`config.mk`:
```
export PLATFORM = sky130hd
export DESIGN_NAME = qoi_pixel_encoder_flat
export DESIGN_NICKNAME = d
export VERILOG_FILES = /design/src/rtl/core/qoienc_pkg.sv /design/src/rtl/core/qoienc_if.sv /design/src/rtl/core/qoienc_chunk_enc.sv /design/src/rtl/core/qoi_pixel_encoder.sv /design/src/flat_wrapper.sv
export SDC_FILE = /design/constraint.sdc
export NUM_CORES = 2
export LEC_CHECK = 0
export CORE_MARGIN = 2
export CORE_UTILIZATION = 45
export CTS_CLUSTER_DIAMETER = 30
export DETAILED_ROUTE_END_ITERATION = 7
export DONT_BUFFER_PORTS = 1
export GPL_TIMING_DRIVEN = 1
export PLACE_DENSITY = 0.68
export SYNTH_ARGS = -nofsm -noshare
export SYNTH_HDL_FRONTEND = slang
export SYNTH_SLANG_ARGS = --single-unit
```
`constraint.sdc`:
```
create_clock -name clk_i -period 11.2 [get_ports clk_i]
set_input_delay 1.68 -clock clk_i [delete_from_list [all_inputs] [get_ports clk_i]]
set_output_delay 1.68 -clock clk_i [all_outputs]
set_load 0.005 [all_outputs]
```
`src/rtl/core/qoienc_pkg.sv`:
```
// ----------------------------------------------------------------------------
// qoienc_pkg
// Types, chunk opcodes and the color hash shared by the QOI pixel encoder.
// ----------------------------------------------------------------------------
`default_nettype none

package qoienc_pkg;

  localparam int unsigned TableDepth = 64;
  localparam int unsigned HashW      = $clog2(TableDepth);
  localparam int unsigned RunW       = 6;
  localparam int unsigned ChunkW     = 40;
  localparam int unsigned LenW       = 3;

  localparam logic [RunW-1:0] RunLimit = RunW'(62);

  localparam logic [7:0] OpIndex = 8'h00;
  localparam logic [7:0] OpDiff  = 8'h40;
  localparam logic [7:0] OpLuma  = 8'h80;
  localparam logic [7:0] OpRun   = 8'hC0;
  localparam logic [7:0] OpRgb   = 8'hFE;
  localparam logic [7:0] OpRgba  = 8'hFF;

  typedef struct packed {
    logic [7:0] a;
    logic [7:0] b;
    logic [7:0] g;
    logic [7:0] r;
  } pixel_t;

  localparam pixel_t PriorReset = 32'hFF00_0000;

  typedef struct packed {
    logic [ChunkW-1:0] data;
    logic [LenW-1:0]   len;
  } chunk_t;

  function automatic logic [HashW-1:0] color_hash(input pixel_t p);
    return HashW'(p.r[HashW-1:0] * HashW'(3) + p.g[HashW-1:0] * HashW'(5) +
                  p.b[HashW-1:0] * HashW'(7) + p.a[HashW-1:0] * HashW'(11));
  endfunction

endpackage

`default_nettype wire

```
`src/rtl/core/qoienc_if.sv`:
```
// ----------------------------------------------------------------------------
// qoienc_if
// Valid/ready channels for pixels in and QOI chunks out.
// ----------------------------------------------------------------------------
`default_nettype none

interface qoienc_pix_if;
  logic       valid;
  logic       ready;
  logic [7:0] red;
  logic [7:0] green;
  logic [7:0] blue;
  logic [7:0] alpha;
  logic       final_pixel;

  modport source (output valid, red, green, blue, alpha, final_pixel, input ready);
  modport sink   (input valid, red, green, blue, alpha, final_pixel, output ready);
endinterface

interface qoienc_chunk_if;
  logic        valid;
  logic        ready;
  logic [39:0] chunk_data;
  logic [2:0]  chunk_length;
  logic        end_of_item;
  logic        end_of_image;

  modport source (output valid, chunk_data, chunk_length, end_of_item, end_of_image,
                  input ready);
  modport sink   (input valid, chunk_data, chunk_length, end_of_item, end_of_image,
                  output ready);
endinterface

`default_nettype wire

```
`src/rtl/core/qoienc_chunk_enc.sv`:
```
// ----------------------------------------------------------------------------
// qoienc_chunk_enc
// Picks INDEX, DIFF, LUMA, RGB or RGBA for a pixel that differs from the
// previous one and packs the chunk bytes.
// ----------------------------------------------------------------------------
`default_nettype none

module qoienc_chunk_enc (
  input  qoienc_pkg::pixel_t                 px_i,
  input  qoienc_pkg::pixel_t                 prior_i,
  input  qoienc_pkg::pixel_t                 entry_i,
  input  logic [qoienc_pkg::HashW-1:0]       hash_i,
  output qoienc_pkg::chunk_t                 chunk_o
);
  import qoienc_pkg::*;

  logic signed [7:0] dr, dg, db, drg, dbg;
  logic        [7:0] dr2, dg2, db2, dg32, drg8, dbg8;
  logic              small_diff, luma_fit;

  always_comb begin
    dr   = px_i.r - prior_i.r;
    dg   = px_i.g - prior_i.g;
    db   = px_i.b - prior_i.b;
    drg  = dr - dg;
    dbg  = db - dg;
    dr2  = dr + 8'sd2;
    dg2  = dg + 8'sd2;
    db2  = db + 8'sd2;
    dg32 = dg + 8'sd32;
    drg8 = drg + 8'sd8;
    dbg8 = dbg + 8'sd8;

    small_diff = (dr >= -8'sd2) && (dr <= 8'sd1) && (dg >= -8'sd2) && (dg <= 8'sd1) &&
                 (db >= -8'sd2) && (db <= 8'sd1);
    luma_fit   = (drg >= -8'sd8) && (drg <= 8'sd7) && (dg >= -8'sd32) && (dg <= 8'sd31) &&
                 (dbg >= -8'sd8) && (dbg <= 8'sd7);

    priority if (entry_i == px_i) begin
      chunk_o.data = {32'h0, OpIndex | {2'b00, hash_i}};
      chunk_o.len  = LenW'(1);
    end else if (px_i.a == prior_i.a) begin
      priority if (small_diff) begin
        chunk_o.data = {32'h0, OpDiff | {2'b00, dr2[1:0], dg2[1:0], db2[1:0]}};
        chunk_o.len  = LenW'(1);
      end else if (luma_fit) begin
        chunk_o.data = {24'h0, drg8[3:0], dbg8[3:0], OpLuma | {2'b00, dg32[5:0]}};
        chunk_o.len  = LenW'(2);
      end else begin
        chunk_o.data = {8'h0, px_i.b, px_i.g, px_i.r, OpRgb};
        chunk_o.len  = LenW'(4);
      end
    end else begin
      chunk_o.data = {px_i.a, px_i.b, px_i.g, px_i.r, OpRgba};
      chunk_o.len  = LenW'(5);
    end
  end

endmodule

`default_nettype wire

```
`src/rtl/core/qoi_pixel_encoder.sv`:
```
// ----------------------------------------------------------------------------
// qoi_pixel_encoder
// Turns a stream of RGBA pixels into QOI chunks (no header or footer).
// ----------------------------------------------------------------------------
// path: an accepted pixel is registered in the lookup stage, then its chunk in the output register
// throughput: one pixel per cycle while the output register is free; a pixel that flushes a run
//   and also needs its own chunk holds the stage until both chunks have been pushed
// the color table is read as the pixel is accepted, with forwarding
// reset: table empty, previous pixel 0,0,0,255, no run; same after a final pixel
// ----------------------------------------------------------------------------
`default_nettype none

module qoi_pixel_encoder (
  input  logic                  clk_i,
  input  logic                  rst_ni,
  qoienc_pix_if.sink            pix_i,
  qoienc_chunk_if.source        chunk_o
);
  import qoienc_pkg::*;

  // input side
  pixel_t             px_in;
  logic [HashW-1:0]   hash_in;
  logic               accept, in_ready;

  // lookup stage
  logic               s1_valid_q;
  pixel_t             px_q;
  logic               last_q;
  logic [HashW-1:0]   hash_q;
  pixel_t             rd_q;
  logic               vld_q, fwd_q, clr_q;
  logic               phase_q, phase_d;

  // encoder state
  pixel_t             prior_q;
  logic [RunW-1:0]    run_q;
  logic [TableDepth-1:0] valid_q;
  pixel_t             mem_q [TableDepth];

  // output register
  logic               out_valid_q;
  chunk_t             out_chunk_q;
  logic               out_eoi_q, out_eoimg_q;

  logic               same, has_run, has_px, none, cur_is_run, cur_eoi;
  logic               out_free, push, leave, table_wr;
  logic [RunW-1:0]    run_inc, run_code;
  pixel_t             entry;
  chunk_t             px_chunk, cur_chunk;

  assign px_in   = {pix_i.alpha, pix_i.blue, pix_i.green, pix_i.red};
  assign hash_in = color_hash(px_in);
  assign accept  = pix_i.valid && in_ready;

  always_comb begin
    same       = (px_q == prior_q);
    run_inc    = run_q + RunW'(1);
    has_run    = same ? ((run_inc == RunLimit) || last_q) : (run_q != '0);
    has_px     = !same;
    none       = !has_run && !has_px;
    run_code   = same ? run_q : run_q - RunW'(1);
    cur_is_run = has_run && !phase_q;
    cur_eoi    = !(cur_is_run && has_px);
    out_free   = !out_valid_q || chunk_o.ready;
    push       = s1_valid_q && !none && out_free;
    leave      = s1_valid_q && (none || (out_free && cur_eoi));
    in_ready   = !s1_valid_q || leave;
    table_wr   = leave && has_px && !last_q;

    priority if (clr_q)     entry = '0;
    else if (fwd_q)         entry = prior_q;
    else if (vld_q)         entry = rd_q;
    else                    entry = '0;

    if (cur_is_run) begin
      cur_chunk.data = {32'h0, OpRun | {2'b00, run_code}};
      cur_chunk.len  = LenW'(1);
    end else begin
      cur_chunk = px_chunk;
    end

    priority if (leave)           phase_d = 1'b0;
    else if (push && cur_is_run)  phase_d = 1'b1;
    else                          phase_d = phase_q;
  end

  qoienc_chunk_enc u_chunk_enc (
    .px_i    (px_q),
    .prior_i (prior_q),
    .entry_i (entry),
    .hash_i  (hash_q),
    .chunk_o (px_chunk)
  );

  // lookup stage control
  always_ff @(posedge clk_i or negedge rst_ni) begin
    if (!rst_ni) begin
      s1_valid_q <= 1'b0;
      phase_q    <= 1'b0;
    end else begin
      if (in_ready) s1_valid_q <= pix_i.valid;
      phase_q <= phase_d;
    end
  end

  // lookup stage payload and table read
  always_ff @(posedge clk_i) begin
    if (accept) begin
      px_q   <= px_in;
      last_q <= pix_i.final_pixel;
      hash_q <= hash_in;
      rd_q   <= mem_q[hash_in];
      vld_q  <= valid_q[hash_in];
      fwd_q  <= table_wr && (hash_in == hash_q);
      clr_q  <= leave && last_q;
    end
  end

  always_ff @(posedge clk_i) begin
    if (table_wr) mem_q[hash_q] <= px_q;
  end

  // encoder state
  always_ff @(posedge clk_i or negedge rst_ni) begin
    if (!rst_ni) begin
      prior_q <= PriorReset;
      run_q   <= '0;
      valid_q <= '0;
    end else if (leave) begin
      if (last_q) begin
        prior_q <= PriorReset;
        run_q   <= '0;
        valid_q <= '0;
      end else if (same) begin
        run_q <= has_run ? '0 : run_inc;
      end else begin
        prior_q         <= px_q;
        run_q           <= '0;
        valid_q[hash_q] <= 1'b1;
      end
    end
  end

  // output register
  always_ff @(posedge clk_i or negedge rst_ni) begin
    if (!rst_ni) begin
      out_valid_q <= 1'b0;
    end else if (out_free) begin
      out_valid_q <= push;
    end
  end

  always_ff @(posedge clk_i) begin
    if (push) begin
      out_chunk_q <= cur_chunk;
      out_eoi_q   <= cur_eoi;
      out_eoimg_q <= cur_eoi && last_q;
    end
  end

  assign pix_i.ready          = in_ready;
  assign chunk_o.valid        = out_valid_q;
  assign chunk_o.chunk_data   = out_chunk_q.data;
  assign chunk_o.chunk_length = out_chunk_q.len;
  assign chunk_o.end_of_item  = out_eoi_q;
  assign chunk_o.end_of_image = out_eoimg_q;

  // a run never reaches the flush length while held
  a_run_bound: assert property (@(posedge clk_i) disable iff (!rst_ni)
    run_q < RunLimit)
    else $error("run length reached flush length");

  // the run phase of a split item is only set with its pixel chunk still pending
  a_phase_item: assert property (@(posedge clk_i) disable iff (!rst_ni)
    phase_q |-> (s1_valid_q && has_px))
    else $error("run phase set without a pending pixel chunk");

  // the final pixel returns all encoder state to reset
  a_final_clears: assert property (@(posedge clk_i) disable iff (!rst_ni)
    (leave && last_q) |=> (run_q == '0 && prior_q == PriorReset && valid_q == '0))
    else $error("state not cleared after final pixel");

  // a pushed chunk shows up on the output
  a_push_shows: assert property (@(posedge clk_i) disable iff (!rst_ni)
    push |=> out_valid_q)
    else $error("pushed chunk lost");

endmodule

`default_nettype wire
```
`src/flat_wrapper.sv`:
```
// flat-port wrapper written by rule: the top's interface ports become plain ports
module qoi_pixel_encoder_flat import qoienc_pkg::*;
  (clk_i, rst_ni, pix_i_valid, pix_i_red, pix_i_green, pix_i_blue, pix_i_alpha, pix_i_final_pixel, pix_i_ready, chunk_o_valid, chunk_o_chunk_data, chunk_o_chunk_length, chunk_o_end_of_item, chunk_o_end_of_image, chunk_o_ready);
  qoienc_pix_if pix_i_i ();
  qoienc_chunk_if chunk_o_i ();
  input  logic clk_i;
  input  logic rst_ni;
  input wire logic [$bits(pix_i_i.valid)-1:0] pix_i_valid;
  input wire logic [$bits(pix_i_i.red)-1:0] pix_i_red;
  input wire logic [$bits(pix_i_i.green)-1:0] pix_i_green;
  input wire logic [$bits(pix_i_i.blue)-1:0] pix_i_blue;
  input wire logic [$bits(pix_i_i.alpha)-1:0] pix_i_alpha;
  input wire logic [$bits(pix_i_i.final_pixel)-1:0] pix_i_final_pixel;
  output wire logic [$bits(pix_i_i.ready)-1:0] pix_i_ready;
  output wire logic [$bits(chunk_o_i.valid)-1:0] chunk_o_valid;
  output wire logic [$bits(chunk_o_i.chunk_data)-1:0] chunk_o_chunk_data;
  output wire logic [$bits(chunk_o_i.chunk_length)-1:0] chunk_o_chunk_length;
  output wire logic [$bits(chunk_o_i.end_of_item)-1:0] chunk_o_end_of_item;
  output wire logic [$bits(chunk_o_i.end_of_image)-1:0] chunk_o_end_of_image;
  input wire logic [$bits(chunk_o_i.ready)-1:0] chunk_o_ready;
  assign pix_i_i.valid = pix_i_valid;
  assign pix_i_i.red = pix_i_red;
  assign pix_i_i.green = pix_i_green;
  assign pix_i_i.blue = pix_i_blue;
  assign pix_i_i.alpha = pix_i_alpha;
  assign pix_i_i.final_pixel = pix_i_final_pixel;
  assign pix_i_ready = pix_i_i.ready;
  assign chunk_o_valid = chunk_o_i.valid;
  assign chunk_o_chunk_data = chunk_o_i.chunk_data;
  assign chunk_o_chunk_length = chunk_o_i.chunk_length;
  assign chunk_o_end_of_item = chunk_o_i.end_of_item;
  assign chunk_o_end_of_image = chunk_o_i.end_of_image;
  assign chunk_o_i.ready = chunk_o_ready;
  qoi_pixel_encoder u_core (.clk_i(clk_i), .rst_ni(rst_ni), .pix_i(pix_i_i), .chunk_o(chunk_o_i));
endmodule
```
Yosys cells after proc, flatten, opt, wreduce, memory -nomap -nowiden. Memories as Yosys holds them, arrays and structs flattened. A register that Yosys moved wholly into a read port is not among the register bits. Cells that the tools add are included.

ROM bits: 0. Latch bits: 0. Output and inout port bits: 47. Bits in writable memories: 2048. Input bits: 37. Memories: 1. Word-level logic and storage cells: 136. Bits in registers: 192.

Memories: u_core.mem_q (words 64, width 32, read ports 1, clocked after memory_dff 1, write ports 1, line qoi_pixel_encoder.sv:39) `pixel_t mem_q [TableDepth];`.

Magnitude comparators: 15. Shifts and indexed selects: 0. Divide/modulo/power cells: 0. Bitwise logic cells: 2. Reduce and logical (&&, ||, !) cells: 42. Muxes and demuxes: 25. Multipliers: 4. Equal/unequal tests: 6. $add $sub $neg: 16.

Operators by type and width (count): $mux 32 (5); $mux 64 (2); $mux 35 (2); $eq 32x32->1 (2); $or 64x64->64 (1); $mux 43 (1); $sub 8x8->8 (5); $logic_and 1x1->1 (25); $ge 8x2->1 const B (3); $le 8x2->1 const B (3); $mux 6 (4); $add 6x6->6 (3); $ge 8x4->1 const B (2); $le 8x4->1 const B (2); $lt 6x7->1 const B (2); $mul 6x3->6 const B (2); $mux 11 (1); $mux 9 (1); $add 4x4->4 const B (2); $eq 8x8->1 (1); $ge 8x6->1 const B (1); $le 8x6->1 const B (1); $logic_not 1->1 (8); $mux 1 (7); 19 further kinds (24).

Logic depth before layout (Yosys ltp).
Depth after elaboration: 14. Gate-level depth with buffers: 18. Mapped depth without buffers: 17.

Cells and area by module. A second synthesis with hierarchy kept.

Cells, all modules: 4601. Area, all modules: 91062.3 um2.

By module, submodules not included: qoi_pixel_encoder (area each 88167.1 um2, instances 1, cells an instance 4208, seq. area each 67709.9 um2); qoienc_chunk_enc (area each 2895.3 um2, instances 1, cells an instance 393, seq. area each 0.0 um2).

Least setup slack after synthesis. No wires, ideal clock.

Path kind: input -> register. Start: input pix_i_blue[1]. End: register, netlist name u_core.rd_q[10]. Data arrival time: 6.576 ns. Cell stages on the path: 15. Path buffers: 1. Setup slack: 4.352 ns. Setup time: 0.272 ns. Required time: 10.928 ns. Path through: fa_1 fa_1 fa_1 inv_1 fa_1 inv_1 fa_1 ha_1 a21o_1 a21oi_1 xnor2_1 xnor2_1 xnor2_1 buf_2 mux4_2.

Cells in the longest elaborated chain, start to end: 3.

RTL lines: start: declaration (line flat_wrapper.sv:11) `input wire logic [$bits(pix_i_i.blue)-1:0] pix_i_blue;`; $mul 6x3->6 (line qoienc_pkg.sv:40) `p.b[HashW-1:0] * HashW'(7) + p.a[HashW-1:0] * HashW'(11));`; $add 6x6->6 (line qoienc_pkg.sv:39) `return HashW'(p.r[HashW-1:0] * HashW'(3) + p.g[HashW-1:0] * HashW'(5) +`; $add 6x6->6 (line qoienc_pkg.sv:40).

No other way between the ends. A chain may end at the register's enable or synchronous reset.

Worst setup path after layout.
Start: input pix_i_blue[1]. End: register u_core.vld_q (data pin).

Cells in the longest elaborated chain, start to end: 5.

RTL lines: $mul 6x3->6 (line qoienc_pkg.sv:40); $add 6x6->6 (line qoienc_pkg.sv:39); $add 6x6->6 (line qoienc_pkg.sv:40); via u_core.hash_in[3] (line qoi_pixel_encoder.sv:23) `logic [HashW-1:0] hash_in;`; $bmux 1 s6 (line qoi_pixel_encoder.sv:114) `vld_q <= valid_q[hash_in];`; $mux 1 (implied by the code) (line qoi_pixel_encoder.sv:114); end signal: assignment (line qoi_pixel_encoder.sv:114); end: declaration (line qoi_pixel_encoder.sv:32) `logic vld_q, fwd_q, clr_q;`.

The timed path passes the listed nets, and every way through them passes these cells. The select of a mux whose other input is x is not followed.

==> flow_summary.ini <==
[sta]
relSlewSlack_pct = 15.7
tns_ns = 0
hold_violations = 0
tightest_slew_ns = 1.26
fmax_ghz = 0.142
finalSetupViolCount = 0
rsz0062_at_grt = no
skew_ns = 0.0873
period_share_pct = 62.9
post-route-min-period_ns = 7.04
slew_viol_final = 0

[place]
numPortBuffers = 0
dp_hpwl_mm = 135
place_congestion = 0.831

[critical_path]
cp-end-kind = flip-flop
worst-setup-path-type = in -> reg
worstSetupStartpoint = pix_i_blue[1]
arrival_ns = 7.71
worstPathMaxFanout = 36
startpoint_type = primary input
r2r-start = u_core.px_q[8]
worstPathRequired_ns = 11.87

[synth]
synthTopCellsByArea = edfxtp_1 (72%), mux4_2 (17%), dfrtp_1 (2.7%)
synth_area_mm2 = 0.0904
syn_area_per_cell_um2 = 22.1
synth_cell_type_count = 72
synth_enable_flop_cells = 2167
async_reset_ff_share_pct = 4.62
yosys.area.top_type = edfxtp_1
synth_top_area_share_pct = 72.0
yosysWarnings = 0
synthFlopType = edfxtp_1
ys_ff_latch = 2272
synth_cells = 4083
yosysSeqAreaShare_pct = 74.9
syn-num-nets = 4201

[route]
wl_mm = 241
viasPerCell = 6.21
routedWlPerCell_um = 32.7
drc = 0
ant_nets = 0
drt-initial-drc-count = 6540
vias = 45775
drt_first_pass_iters = 6

[run]
drv_cap = 0

[power_and_ir_drop]
share_comb_of_total_power_pct = 30.4
p_leak_nw = 35.0
p_sw_mw = 9.54
intPower_mw = 21.6
p_total_mw = 31.2
power_frac_seq_pct = 32.3
power_density_mw_per_mm2 = 290
swShare_pct = 30.6
peakVddDrop_mv = 1.02
pwr-share-clk_pct = 37.3

[hold_path]
hold_path_class = in -> async

[cells_and_area]
fillers = 14548
ff_latch_area_mm2 = 0.0677
area_growth_pct = 19.0
nNetsFinal = 4519
drive_gt1_share_pct = 33.2
multi_input_area_mm2 = 0.0222

[clock_network]
clockBufferDepth = 4
htreeDepth = 5
insertion_delay_ns = 0.99
cts_sinks = 2272
root_buffer = clkbuf_16
clk_pin_slew_ns = 0.06
cts_tree = built
postCtsSetupBuffers = 0
hold_buffers = 0
cts_buffers = 383
postCtsResizedCells = 0

[die]
coreArea_mm2 = 0.200
initial_core_util_pct = 45.3
pin_count = 84
die_area_mm2 = 0.205
row_count = 164
die_w_um = 452
die_h_um = 452

[global_route]
antenna_found_initial = 15
grt_use_total_pct = 23.6
grt_max_degree = 109
grt_pass1_wl_mm = 343
first_global_vias = 45434
grt_remaining_overflow = 0

[status]
outcome = finished clean
==> synth_stat cells (3+ instances only) <==
library cell,count
a21o_1,10
xor2_1,62
nor2b_1,4
dfrtp_1,97
nor4_1,21
mux2i_1,10
nor3_1,12
or2_2,3
and2_1,7
clkbuf_1,137
or4_1,4
o211ai_1,7
buf_1,54
mux4_2,693
edfxtp_1,2167
xnor2_1,41
inv_1,81
o31ai_1,3
o21bai_1,11
and2_0,3
nor4b_1,4
nand3b_1,39
o21a_1,53
ha_1,53
a211o_1,6
a31oi_1,11
fa_1,28
a211oi_1,8
a22o_1,26
dfstp_2,8
nand2b_1,10
nor3b_1,14
o21ai_0,22
buf_2,10
and3_1,14
a21oi_1,52
a2111oi_2,4
nand2_1,74
o21ai_1,6
nand3_1,26
nand4_1,11
nor2_1,138
buf_4,3
==> registers in the layout, summed over array words and instances (netlist names) <==
register,cells
u_core.prior_q,32
u_core.run_q,6
u_core.chunk_o.end_of_image,1
u_core.rd_q,32
u_core.phase_q,1
u_core.last_q,1
u_core.vld_q,1
u_core.s1_valid_q,1
u_core.hash_q,6
u_core.mem_q,2048
u_core.fwd_q,1
u_core.chunk_o.chunk_data,40
u_core.clr_q,1
u_core.chunk_o.valid,1
u_core.valid_q,64
u_core.chunk_o.chunk_length,3
u_core.px_q,32
u_core.chunk_o.end_of_item,1
==> path summary, 6_finish.rpt <==
path                                                       to  slack [ns]  cells past startpoint
worst min register to register             u_core.valid_q[35]        0.48                      1
max in group asynchronous                   u_core.valid_q[3]       10.45                      0
worst min-delay path                     u_core.chunk_o.valid        0.45                      0
worst max register to register  u_core.chunk_o.chunk_data[23]        4.91                     17
min in group clk_i                         u_core.valid_q[35]        0.48                      1
worst max-delay path                             u_core.vld_q        4.16                     12
==> metrics by stage <==
stage,worst slack [ns],std cells,utilization (%),cell area (µm²),hold WS [ns]
after floorplan,4.35,4083,-,90400,0.459
after detailed placement,3.29,6672,47.4,94700,0.476
after CTS,4.29,7362,53.9,108000,0.373
after global routing,4.16,7363,53.9,108000,0.420
after global placement,3.35,6672,47.4,94700,0.467
final,4.16,7370,53.9,108000,0.447
==> cell usage in the layout, fill, tap and decap left out, types with 52 or more instances in the layout <==
master     synthesis  final
dfrtp_1           97     97
nor2_4             0     65
buf_4              3    127
clkbuf_16          0    385
o21a_1            53     53
inv_1             81     81
nor2_1           138     71
edfxtp_1        2167   2167
mux4_2           693    693
a21oi_1           52     52
nand2_1           74     74
xor2_1            62     62
==> metal layers <==
metal	up-vias	GRT usage, %	routed length [µm]
li1	17940	-	-
met4	4	7.45	6580
met1	24541	32.8	93200
met3	423	5.13	24500
met2	2867	37.5	117000
met5	-	0	22
==> power by group through the flow <==
stage,Sequential (mW),Combinational (mW),Clock [mW]
floorplan,10.1,6.39,0
global route,10.0,9.86,12.1
CTS,10.0,9.44,11.7
finish,10.1,9.47,11.6
detailed placement,10.2,9.34,0
global placement,10.2,9.23,0
==> critical path, stage by stage <==
cell    delay [ns]
fa_1          0.49
fa_1          0.50
fa_1          0.50
inv_1         0.05
fa_1          0.48
inv_1         0.05
fa_1          0.49
fa_4          1.21
buf_4         0.62
buf_4         0.62
mux4_2        0.42
mux4_2        0.47
==> layout make-up <==
| type | count | share of cell area (%) |
|---|---|---|
| Timing Repair Buffer | 137 | 1.07 |
| Clock buffer | 416 | 9.10 |
| Antenna cell | 8 | 0.0186 |
| Multi-Input combinational cell | 1526 | 20.6 |
| Tap cell | 2656 | 3.09 |
| Inverter | 81 | 0.283 |
| Sequential cell | 2272 | 62.9 |
| Clock inverter | 274 | 2.89 |
==> cells by family after synthesis <==
logic type	Yosys count	share of synthesized area (%)
and+or+nand+nor	398	2.25
DFF	2272	74.9
muxes	704	17.4
adders and majority gates	85	1.40
buffers and inverters	285	1.21
xor gates and xnor gates	103	0.998
AOI/OAI and AO/OA	236	1.88
Power figures use the tool's default switching activity.
